===== src/sv/mwrm_pkg.sv =====
`timescale 1ns / 1ps

package mwrm_pkg;

    localparam int STAMP_W   = 32;
    localparam int DIFF_W    = 32;
    localparam int SUM_OUT_W = 42;
    localparam int RATE_W    = 64;
    localparam int SEC_W     = 12;
    localparam int DIV_BITS  = 4;
    localparam int NUM_WIN   = 3;
    localparam int WIN_W     = 2;

    localparam logic [SUM_OUT_W-1:0] SUM_MAX = '1;

    typedef logic [WIN_W-1:0] win_t;

    localparam win_t WIN_SHORT = 2'd0;
    localparam win_t WIN_MID   = 2'd1;
    localparam win_t WIN_LONG  = 2'd2;

    typedef struct packed {
        logic [STAMP_W-1:0] stamp;
        logic [DIFF_W-1:0]  diff;
    } sample_t;

    typedef struct packed {
        logic start;
        win_t win;
    } div_ctl_t;

    typedef enum logic [3:0] {
        ST_IDLE,
        ST_EXP_RD,
        ST_EXP_CHK,
        ST_OVF_RD,
        ST_OVF_CHK,
        ST_APPEND,
        ST_DIV_START,
        ST_DIV_WAIT,
        ST_FINISH
    } state_t;

    // window length in milliseconds
    function automatic logic [STAMP_W-1:0] win_ms(input win_t w);
        case (w)
            WIN_SHORT: win_ms = 32'd180000;
            WIN_MID:   win_ms = 32'd1800000;
            WIN_LONG:  win_ms = 32'd3600000;
            default:   win_ms = 32'd3600000;
        endcase
    endfunction

    // window length in seconds, divisor of the rate
    function automatic logic [SEC_W-1:0] win_sec(input win_t w);
        case (w)
            WIN_SHORT: win_sec = 12'd180;
            WIN_MID:   win_sec = 12'd1800;
            WIN_LONG:  win_sec = 12'd3600;
            default:   win_sec = 12'd3600;
        endcase
    endfunction

endpackage


===== src/sv/mwrm_div.sv =====
`timescale 1ns / 1ps

module mwrm_div #(
    parameter int SUM_W = 42
) (
    input  logic                        clk,
    input  logic                        rst_n,
    input  mwrm_pkg::div_ctl_t          ctl,
    input  logic [SUM_W-1:0]            sum,
    output logic                        done,
    output logic [mwrm_pkg::RATE_W-1:0] quot
);
    import mwrm_pkg::*;

    localparam int HI_W   = SUM_W - 32;
    localparam int CMP_W  = HI_W + SEC_W;
    localparam int STEPS  = RATE_W / DIV_BITS;
    localparam int STEP_W = $clog2(STEPS);

    logic              busy_reg;
    logic              done_reg;
    logic [STEP_W-1:0] step_reg;
    logic [SEC_W-1:0]  sec_reg;
    logic [SEC_W-1:0]  rem_reg;
    logic [RATE_W-1:0] shift_reg;

    logic [HI_W-1:0]   hi;
    logic [SEC_W-1:0]  sec_in;
    logic              sat;
    logic [SEC_W-1:0]  rem_next;
    logic [RATE_W-1:0] shift_next;

    assign hi     = sum[SUM_W-1:32];
    assign sec_in = win_sec(ctl.win);
    // quotient would not fit in 64 bits
    assign sat    = CMP_W'(hi) >= CMP_W'(sec_in);

    // several restoring steps per cycle on a remainder below the divisor
    always_comb
    begin
        logic [SEC_W:0] trial;
        rem_next   = rem_reg;
        shift_next = shift_reg;
        for (int i = 0; i < DIV_BITS; i++)
        begin
            trial      = {rem_next, shift_next[RATE_W-1]};
            shift_next = {shift_next[RATE_W-2:0], 1'b0};
            if (trial >= {1'b0, sec_reg})
            begin
                trial         = trial - {1'b0, sec_reg};
                shift_next[0] = 1'b1;
            end
            rem_next = trial[SEC_W-1:0];
        end
    end

    always_ff @(posedge clk or negedge rst_n)
    begin
        if (!rst_n)
        begin
            busy_reg <= 1'b0;
            done_reg <= 1'b0;
            step_reg <= '0;
        end
        else
        begin
            done_reg <= 1'b0;
            if (ctl.start)
            begin
                if (sat)
                begin
                    done_reg <= 1'b1;
                end
                else
                begin
                    busy_reg <= 1'b1;
                    step_reg <= STEP_W'(STEPS - 1);
                end
            end
            else if (busy_reg)
            begin
                if (step_reg == '0)
                begin
                    busy_reg <= 1'b0;
                    done_reg <= 1'b1;
                end
                else
                begin
                    step_reg <= step_reg - 1'b1;
                end
            end
        end
    end

    // dividend bits leave at the top while quotient bits enter at the bottom
    always_ff @(posedge clk)
    begin
        if (ctl.start)
        begin
            sec_reg <= sec_in;
            rem_reg <= SEC_W'(hi);
            if (sat)
            begin
                shift_reg <= '1;
            end
            else
            begin
                shift_reg <= {sum[31:0], 32'd0};
            end
        end
        else if (busy_reg)
        begin
            rem_reg   <= rem_next;
            shift_reg <= shift_next;
        end
    end

    assign done = done_reg;
    assign quot = shift_reg;

endmodule


===== config.mk =====
export PLATFORM = sky130hd
export DESIGN_NAME = mwrm_div
export DESIGN_NICKNAME = d
export VERILOG_FILES = /design/src/sv/mwrm_pkg.sv /design/src/sv/mwrm_div.sv
export SDC_FILE = /design/constraint.sdc
export NUM_CORES = 1
export LEC_CHECK = 0
export BUFFER_PORTS_ARGS = -buffer_cell sky130_fd_sc_hd__buf_4
export CAP_MARGIN = 0
export CORE_MARGIN = 2
export CORE_UTILIZATION = 58
export CTS_BUF_LIST = sky130_fd_sc_hd__clkbuf_2 sky130_fd_sc_hd__clkbuf_4 sky130_fd_sc_hd__clkbuf_8
export DETAILED_ROUTE_END_ITERATION = 6
export GPL_TIMING_DRIVEN = 0
export PLACE_DENSITY = 0.83
export SYNTH_ARGS = -nofsm -noshare
export SYNTH_HDL_FRONTEND = slang
export SYNTH_SLANG_ARGS = --single-unit

===== constraint.sdc =====
create_clock -name clk -period 11.71 [get_ports clk]
set_input_delay 0 -clock clk [delete_from_list [all_inputs] [get_ports clk]]
set_output_delay 0 -clock clk [all_outputs]
set_load 0.01 [all_outputs]

* Yosys cells after proc, flatten, opt, wreduce, memory -nomap -nowiden
Cells that the tools add are included.
** Storage, ports and cells
- Register bits :: 94
- Latch bits :: 0
- Bits in writable memories :: 0
- Bits in read-only memories :: 0
- Input port bits :: 47
- Output and inout port bits :: 65
- Word-level logic and storage cells :: 50
- Memories :: 0
** Cells by class
- Add/sub/neg operators :: 5
- Multipliers :: 0
- Divide/modulo/power cells :: 0
- $lt $le $gt $ge :: 5
- Eq/ne operators :: 3
- Shift operators :: 0
- Multiplexer cells :: 26
- Bitwise logic cells :: 0
- Reduce and logical (&&, ||, !) cells :: 4
** Operators by type and width (count)
- 64-bit two-way mux :: 3
- 13-bit by 12-bit >= comparator with 1-bit output :: 4
- 12-bit two-way mux :: 4
- 12-bit subtractor :: 4
- 12-bit one-hot mux with 2 select lines :: 1
- 10-bit two-way mux :: 2
- 4-bit two-way mux :: 4
- 10-bit by 12-bit >= comparator with 1-bit output :: 1
- 1-bit two-way mux :: 12
- 4-bit logical NOT :: 1
- 2-bit inequality test, second input constant :: 2
- 4-bit by 1-bit subtractor with 4-bit output, second input constant :: 1
- 3-bit AND reduction :: 1
- 2-bit by 1-bit equality test with 1-bit output, second input constant :: 1
- 2-bit logical NOT :: 1
- 2-bit nonzero test :: 1

* Depth between registers and ports, before layout
Gate-level depths: netlist of the first run.
- Depth after elaboration :: 10
- Gate-level depth with buffers :: 44
- Mapped depth without buffers :: 41

* Least setup slack after synthesis of the first run
OpenSTA, ideal clock, no wires.
- Path kind :: reg-to-reg
- Start point :: register sec_reg[8]
- End point :: register rem_reg[3], data pin
- Setup time :: 260 ps
- Arrival time :: 8369 ps
- Required time :: 11450 ps
- Setup slack :: 3081 ps
- Cell stages (with the launch flop) :: 41
- Path buffers :: 4
- Clock period less this slack :: 8629 ps
- Path through :: edfxtp_1 > inv_1 > ha_1 > and4_1 > a21boi_4 > o31a_1 > nor2_1 > clkbuf_1 > mux2_2 > ha_1 > clkbuf_1 > nand3_1 > nor2_1 > o21ai_0 > or3_4 > nand4_4 > buf_1 > nand2_1 > (+5 left out) > nand2b_1 > o21bai_1 > a21oi_1 > a211o_1 > nand2_1 > clkbuf_1 > o21ai_0 > inv_1 > ha_1 > nor2b_1 > o21ai_0 > nand2b_1 > o21bai_1 > a2111oi_0 > o21ai_2 > a221oi_4 > mux2i_1 > mux2_2
** Between the ends
- Cells in the longest elaborated chain, start to end :: 10
- Elaborated cells between the ends (all ways) :: 14
- Classes of those cells :: 4 x add/sub; 4 x order compare; 6 x mux
** Ends and longest elaborated chain
- from (decl) :: RTL line mwrm_div.sv:23 : logic [SEC_W-1:0] sec_reg;
- from (signal assigned) :: RTL line mwrm_div.sv:100 : sec_reg <= sec_in;
- 12-bit subtractor or 13-bit by 12-bit >= comparator with 1-bit output (tied branches) :: RTL line mwrm_div.sv:50, mwrm_div.sv:48
- 12-bit two-way mux :: RTL line mwrm_div.sv:48 : if (trial >= {1'b0, sec_reg})
- 12-bit subtractor or 13-bit by 12-bit >= comparator with 1-bit output (tied branches) :: RTL line mwrm_div.sv:50, mwrm_div.sv:48
- 12-bit two-way mux :: RTL line mwrm_div.sv:48
- 13-bit by 12-bit >= comparator with 1-bit output or 12-bit subtractor (tied branches) :: RTL line mwrm_div.sv:48, mwrm_div.sv:50
- 12-bit two-way mux :: RTL line mwrm_div.sv:48
- 12-bit subtractor or 13-bit by 12-bit >= comparator with 1-bit output (tied branches) :: RTL line mwrm_div.sv:50, mwrm_div.sv:48
- 12-bit two-way mux (*) :: RTL line mwrm_div.sv:48
- 10-bit two-way mux (*) :: RTL line mwrm_div.sv:111 : else if (busy_reg)
- 10-bit two-way mux (*) :: RTL line mwrm_div.sv:98 : if (ctl.start)
- to (signal assigned) :: RTL line mwrm_div.sv:101 : rem_reg <= SEC_W'(hi);
- to (signal assigned) :: RTL line mwrm_div.sv:113 : rem_reg <= rem_next;
- to (decl) :: RTL line mwrm_div.sv:24 : logic [SEC_W-1:0] rem_reg;
Mark *: on every way between the ends. The rest lies on a longest branch, timed or not. The select of a mux whose other input is x is not followed.
A chain may end at the register's enable or synchronous reset.

* Final worst setup path of the first run
Ends and elaborated chain as after synthesis.

==> results of run 1 <==
==> layer usage <==
layer,up-vias,track usage,wire [µm]
li1,2511,-,-
met1,2661,0.385,6890
met2,239,0.563,9170
met3,45,0.0564,1190
met4,0,0.118,578
met5,-,0,0
==> logic make-up (layout without fill, tap and decap cells) <==
family / count (synthesis) / after routing
flip-flops: 87 / 87
multiplexers: 47 / 47
AO/OA/AOI/OAI: 146 / 146
XOR/XNOR: 25 / 25
AND/OR/NAND/NOR: 167 / 167
adder cells (fa/ha/maj): 48 / 48
buffers and inverters: 87 / 254
==> worst min-delay path by stage <==
| stage | end | slack, ns |
|---|---|---|
| 6_report | rem_reg[5] | 0.03 |
| 5_1_grt | sec_reg[7] | 0.03 |
| 4_1_cts | sec_reg[7] | 0.009 |
| 3_5_place_dp | step_reg[3] | -0.19 |
| 3_3_place_gp | step_reg[3] | -0.19 |
| 2_1_floorplan | busy_reg | -0.30 |
==> cell usage in the layout, fill, tap and decap left out, drive strengths merged, types with 29 or more instances in the layout <==
master,netlist,routed
clkbuf,22,31
edfxtp,79,79
nor2,35,35
ha,44,44
mux2i,41,41
o21ai,59,59
nand2,63,63
buf,4,115
dlygate4sd3,0,41
inv,59,61
a21oi,29,29
==> per-stage QoR <==
stage	instance area (µm²)	hold slack (ns)	cells	util	worst slack, ns
2_1_floorplan	6020	-0.296	607	-	3.08
3_3_place_gp	7030	-0.191	854	0.690	1.52
3_5_place_dp	7030	-0.189	854	0.691	1.28
4_1_cts	7640	0.00883	910	0.750	1.28
5_1_grt	7640	0.0315	910	0.750	0.384
6_report	7640	0.0338	910	0.750	1.13
==> worst min-delay path, cell delays in order <==
cell and delay (ns):
sky130_fd_sc_hd__buf_4 0.09, sky130_fd_sc_hd__nor2_1 0.03, sky130_fd_sc_hd__a21oi_1 0.14
==> cells in the mapped netlist (3+ instances only) <==
library cell	number
sky130_fd_sc_hd__edfxtp_1	79
sky130_fd_sc_hd__nand2_1	63
sky130_fd_sc_hd__inv_1	59
sky130_fd_sc_hd__o21ai_0	56
sky130_fd_sc_hd__ha_1	44
sky130_fd_sc_hd__mux2i_1	40
sky130_fd_sc_hd__nor2_1	34
sky130_fd_sc_hd__a21oi_1	29
sky130_fd_sc_hd__clkbuf_1	22
sky130_fd_sc_hd__xnor2_1	18
sky130_fd_sc_hd__nand3_1	12
sky130_fd_sc_hd__a21o_1	9
sky130_fd_sc_hd__nand2b_1	9
sky130_fd_sc_hd__nor3_1	9
sky130_fd_sc_hd__o21a_1	9
sky130_fd_sc_hd__xor2_1	7
sky130_fd_sc_hd__and3_1	6
sky130_fd_sc_hd__dfrtp_1	6
sky130_fd_sc_hd__mux2_2	6
sky130_fd_sc_hd__nor2b_1	6
sky130_fd_sc_hd__a31oi_1	5
sky130_fd_sc_hd__fa_1	4
sky130_fd_sc_hd__or3_1	4
sky130_fd_sc_hd__a211o_1	3
sky130_fd_sc_hd__a21boi_0	3
sky130_fd_sc_hd__a31o_2	3
sky130_fd_sc_hd__and2_1	3
sky130_fd_sc_hd__nand4_1	3
sky130_fd_sc_hd__nor4_1	3
sky130_fd_sc_hd__nor4b_1	3
sky130_fd_sc_hd__o31ai_1	3
==> final cells by class <==
type	count	area [µm²]
repair buffers	152	1240
well taps	136	170
inverters	61	229
clock inverters	6	68.8
flip-flops and latches	87	2560
plain buffers	26	106
fillers	648	2550
clock buffers	9	124
multi-input cells	433	3130
==> what timing repair did <==
action | in CTS | in global routing
buffers inserted | 0 | 0
hold buffers | 41 | 0
endpoints found under the hold margin | 49 | 0
==> metrics list, run 1 <==
* Number of instances resized during post-cts repair: 0
- Setup violations remaining at the end of the flow were counted as 0.
- Asr flop ratio synth: 0.0690
- Starting utilization of the core area: 0.591
- For this design, the sink count on the clock tree is 87.
- Worst Hold Launch: sum[37]
- STA classifies the critical path startpoint as a register.
- For this run, the number of Yosys warnings is 0.
- The die is 106 µm wide.
- The path class of the tightest hold or removal check is in2reg.
* Cell with the biggest individual delay on the critical path: sky130_fd_sc_hd__a2111oi_0
- Yosys attributes the largest share of cell area to sky130_fd_sc_hd__edfxtp_1, sky130_fd_sc_hd__ha_1, sky130_fd_sc_hd__mux2i_1, sky130_fd_sc_hd__o21ai_0, sky130_fd_sc_hd__nand2_1.
* Die outline height: 106 µm
* Maximum clock skew at final layout: 0.0230 ns
* Via count of the first global-routing pass: 5,395
- The number of nets in the synthesized netlist is 702.
* CP required: 11.83 ns
- Port bufs: 111
- Root buffer cell: sky130_fd_sc_hd__clkbuf_8
* Antenna Cells: 0
- Critical Path Sink Type: register
- Startpoint of the worst-slack reg-to-reg timing path: sec_reg[8]
* First-pass GRT wire length: 27.6 mm
- The register with the most flip-flops in the layout has 64 of them.
- Post-synthesis simple-gate area fraction: 0.137
- Aggregate global-route resource usage: 0.317
* Number of levels the H-tree was split into: 3
- The post-synthesis compound-gate area fraction came to 0.160.
* Maximum single-stage delay on the critical path: 0.59 ns
- Total via count after detailed routing: 5,456
* Hold Path Stages: 3
* Maximum capacitance violations: 0
- Top Ports: 112
- The most critical setup path has its startpoint at sec_reg[8].
- Top FF cell, synth: sky130_fd_sc_hd__edfxtp_1
* Initial antenna violation count: 0
- Wire length reported by the detailed router: 17.8 mm
- Dividing the final minimum period by the clock period gives 0.903.
- Critical Path Sink: rem_reg[3]
- The run finished with clean final reports.
- Largest family of logic cells by synthesized area: compound AO/OA/AOI/OAI gates
- Proportion of netlist area held by the largest area contributor: 0.394
* Number of standard-cell rows in the floorplan: 37
- Worst-case register-to-register setup slack: 1.13 ns
- In this run the critical register-to-register path is captured at rem_reg[3].
* Most frequent cell on the critical path: sky130_fd_sc_hd__o21ai_0
* Average instance area after synthesis: 9.92 µm²
- Worst Reg-to-Reg Cells: 41
* RSZ-0062 raised after global routing: false
- Final weighted congestion of routability-driven global placement: 0.970
- The clock passes through at most 2 buffers.
- Transition time at the pin with the least slew margin: 0.980 ns
- Time the final worst path needs with I/O delays and setup: 10.58 ns
- The number of hold violations in the final report was 0.
- Half-perimeter wire length after detailed placement: 12.0 mm
- The die covers 0.0112 mm².
- Fin Setup TNS: 0 ns
- Placeable core region: 0.0102 mm²
- TritonCTS built the clock tree.
- In this run, synthesis inferred 79 flip-flops with an integrated enable.
* Setup CP Type: reg2reg
* Fraction of final layout cells with drive strength greater than 1: 0.199
- Post-synth top area cell: sky130_fd_sc_hd__edfxtp_1
- The critical path crosses 41 cells after its start point.
- Synthesis inferred 87 register bits.
- TritonCTS buffer count: 9
- Together, buffers and inverters on the worst path number 7.
- After technology mapping, the gate count stands at 607.
- Synth-to-layout area growth: 26.8%
- Congestion Overflow GR: 0
- In this design, the largest share of critical-path delay is due to compound AO/OA/AOI/OAI gates.
- CP arrival: 10.70 ns
* Post-synth design cell area: 0.00602 mm²
- The netlist uses 67 different library cells.
- Using the TritonRoute via totals, the vias-per-cell ratio works out to 6.00.
* Xor/xnor share of the synthesized area: 0.0364
- Layout net count: 865
- Insertion delay of the later-clocked pin in the worst-skew pair: 0.37 ns
- Entering global routing, the biggest net connects 76 pins.
* Post-detailed-route wirelength per cell: 19.6 µm
* Final-report max-slew violation count: 0
* Peak Freq: 0.0945 GHz
- Sequential element share of the synthesized area: 0.426
- Number of optimization iterations in the first detailed-route pass: 5
- Post-route ant nets: 0
* Portion of netlist area occupied by mux cells: 0.0800
- CP Max Fanout: 10
- Detailed Route Iter0 Violations: 377
- Clock transition time at the flip-flop clock pins of the worst setup and hold paths: 0.09 ns
- Post-synthesis adder-cell area fraction: 0.105
- Relative max-transition margin: 0.347
- After detailed routing, the number of remaining DRC violations is 0.
Power of run 1 is left out: the tool's default activity adds up to more than one toggle a clock period on the data nets, which glitch-free logic cannot reach.
==> inputs of run 2 (changes only) <==
--- a/config.mk
+++ b/config.mk
@@ -7,11 +7,14 @@
 export LEC_CHECK = 0
 export BUFFER_PORTS_ARGS = -buffer_cell sky130_fd_sc_hd__buf_4
 export CAP_MARGIN = 0
+export CELL_PAD_IN_SITES_DETAIL_PLACEMENT = 0
+export CELL_PAD_IN_SITES_GLOBAL_PLACEMENT = 1
 export CORE_MARGIN = 2
-export CORE_UTILIZATION = 58
+export CORE_UTILIZATION = 45
 export CTS_BUF_LIST = sky130_fd_sc_hd__clkbuf_2 sky130_fd_sc_hd__clkbuf_4 sky130_fd_sc_hd__clkbuf_8
 export DETAILED_ROUTE_END_ITERATION = 6
 export GPL_TIMING_DRIVEN = 0
+export MAX_ROUTING_LAYER = met4
 export PLACE_DENSITY = 0.83
 export SYNTH_ARGS = -nofsm -noshare
 export SYNTH_HDL_FRONTEND = slang
==> run 2 against run 1 <==
  * Register-to-register slack improved by 0.05 ns
  * Sequential share of layout area fell by 0.34 points
  * Fmax rose by 0.51%
  * Count of clock-buffer cells in the layout did not move
  * Worst setup slack improved by 0.053 ns
  * Global-route usage fell by 7.3 points
  * Critical endpoint unchanged
  * Utilization fell by 16 points
  * Hold slack got worse by 0.0041 ns
==> metrics list, run 2 (same netlist as run 1, synthesis figures left out) <==
* Sum of buffers and inverters on the critical path: 8
- The filler cells instantiated in the layout total 1,151.
- The register with the most flip-flops in the layout has 64 of them.
* Reg-to-reg endpoint: rem_reg[3]
- Non-filler cells, final: 954
- Final worst slack: 1.18 ns
* CP Max Fanout: 10
- The worst register-to-register path begins at sec_reg[8].
- After the first detailed-routing iteration, the DRC count stood at 379.
- At the worst endpoint, the required time is 11.83 ns.
- Cell with the biggest individual delay on the critical path: sky130_fd_sc_hd__edfxtp_1
- Worst Reg-to-Reg Cells: 40
- Setup violations remaining at the end of the flow were counted as 0.
- In the final layout, the multi-input gates occupy 0.00313 mm².
- The count of buffers added on input and output ports is 111.
* Congestion Overflow GR: 0
* Outcome: finished clean
* Critical Path Sink Type: register
- FF/Latch Area: 0.00256 mm²
* RSZ-0062 raised after global routing: false
* Via count of the first global-routing pass: 5,254
- For this run, the slowest stage of the critical path takes 0.55 ns.
- The tightest min-delay check is of the in2reg type.
- Peak Freq: 0.0950 GHz
- Clock transition time at the flip-flop clock pins of the worst setup and hold paths: 0.09 ns
* Crit path depth: 40
* Final core utilization: 0.587
- The area growth from synthesis to layout is 28.1%.
- The longest clock path from root to sink contains 2 buffers.
* Number of optimization iterations in the first detailed-route pass: 5
* Number of standard-cell rows in the floorplan: 42
* Top Ports: 112
* Placeable core region: 0.0131 mm²
- In this design, the critical path's most frequently occurring cell is sky130_fd_sc_hd__o21ai_0.
* Final-report max-slew violation count: 0
- Post-CTS repair changed the size of 0 cells.
* Sort of element at the start of the critical path: register
* Pre-CTS worst setup slack: 1.34 ns
- For this configuration, the core starts out at a cell density of 0.458.
* Initial antenna violation count: 0
- Die outline height: 120 µm
- Fraction of final layout cells with drive strength greater than 1: 0.201
* CP arrival: 10.65 ns
- In this run, placement finished with an instance count of 895.
- Layout net count: 868
* Final weighted congestion of routability-driven global placement: 0.933
- Critical Path Sink: rem_reg[3]
- The H-tree generated during clock tree synthesis spans 3 levels.
- The worst pin sits at a relative slew slack of 0.534.
- At the later pin of the worst-skew pair, clock insertion delay measures 0.36 ns.
- Total Die Area: 0.0143 mm²
- Antenna Cells: 0
- Average vias per placed instance: 5.41
- In the layout the commonest cells are sky130_fd_sc_hd__buf_4, sky130_fd_sc_hd__edfxtp_1, sky130_fd_sc_hd__nand2_1.
- The tree is rooted in a sky130_fd_sc_hd__clkbuf_8.
- Clock tree from TritonCTS: built
* Detailed-route DRC error count: 0
- Post-detailed-route wirelength per cell: 17.4 µm
- Max-cap violations in this run came to 0.
- Total via count after detailed routing: 5,162
- Entering global routing, the biggest net connects 48 pins.
* First-pass GRT wire length: 26.6 mm
- Buffers inserted during clock tree synthesis total 9.
* Cell family with the largest share of critical-path delay: compound AO/OA/AOI/OAI gates
- Launching instance or port of the critical path: sec_reg[8]
- Maximum clock skew at final layout: 0.00798 ns
- The number of hold violations in the final report is 0.
* Setup CP Type: reg2reg
- Measured along the x axis, the die boundary spans 120 µm.
- Post-CTS timing repair inserted 0 buffers for setup.
- Hold-fix buffers at CTS: 43
- Crit share post-route: 0.899
* Post-route ant nets: 0
* Half-perimeter wire length after detailed placement: 12.5 mm
- Aggregate global-route resource usage: 0.244
* Time the final worst path needs with I/O delays and setup: 10.53 ns
* Num Clock Sinks: 87
- Transition time at the pin with the least slew margin: 0.700 ns
- Wire length reported by the detailed router: 16.6 mm
- Worst-case register-to-register setup slack: 1.18 ns
* Most frequent standard cell in the layout excluding fill and tap cells: sky130_fd_sc_hd__buf_4
* Fin Setup TNS: 0 ns
## run 2: cell count changes in the layout (fill, tap and decap cells not counted)
cell,delta
sky130_fd_sc_hd__buf_16,+1
sky130_fd_sc_hd__clkinv_4,+1
sky130_fd_sc_hd__bufinv_16,-1
sky130_fd_sc_hd__inv_6,-1
sky130_fd_sc_hd__clkinv_2,+2
sky130_fd_sc_hd__dlygate4sd3_1,+2
## run 2: tightest hold or removal path: stages
cell and delay (ns):
sky130_fd_sc_hd__buf_4 0.10, sky130_fd_sc_hd__nor2_1 0.04, sky130_fd_sc_hd__a31oi_1 0.13
## run 2: area by class of cell
cell class                      instances  area share
Clock inverter                          7     0.00633
Inverter                               61      0.0297
Tap cell                              176      0.0285
Timing Repair Buffer                  155       0.167
Clock buffer                            9      0.0161
Sequential cell                        87       0.332
Multi-Input combinational cell        433       0.406
Buffer                                 26      0.0138
## run 2: metrics by stage
step                hold WS [ns]  instance area (µm²)
finish                    0.0297                 7710
global placement          -0.190                 7080
global route              0.0554                 7710
floorplan                 -0.296                 6020
CTS                       0.0316                 7710
detailed placement        -0.188                 7110
## run 2: worst min-delay path by stage
stage / from / endpoint / slack [ns] / depth (start not counted)
final: sum[36] / rem_reg[4] / 0.03 / 3
after global routing: sum[36] / rem_reg[4] / 0.06 / 3
after CTS: sum[36] / rem_reg[4] / 0.03 / 3
after detailed placement: rst_n / busy_reg / -0.19 / 1
after global placement: rst_n / step_reg[0] / -0.19 / 1
after floorplan: rst_n / busy_reg / -0.30 / 0
## run 2: layer usage
| metal | wire, µm | vias up | global-route usage |
|---|---|---|---|
| met5 | 0 | - | - |
| met4 | 621 | 0 | 0.104 |
| li1 | - | 2517 | - |
| met2 | 7890 | 167 | 0.381 |
| met1 | 7050 | 2434 | 0.312 |
| met3 | 997 | 44 | 0.0452 |
Power of run 2 is left out for the same reason.
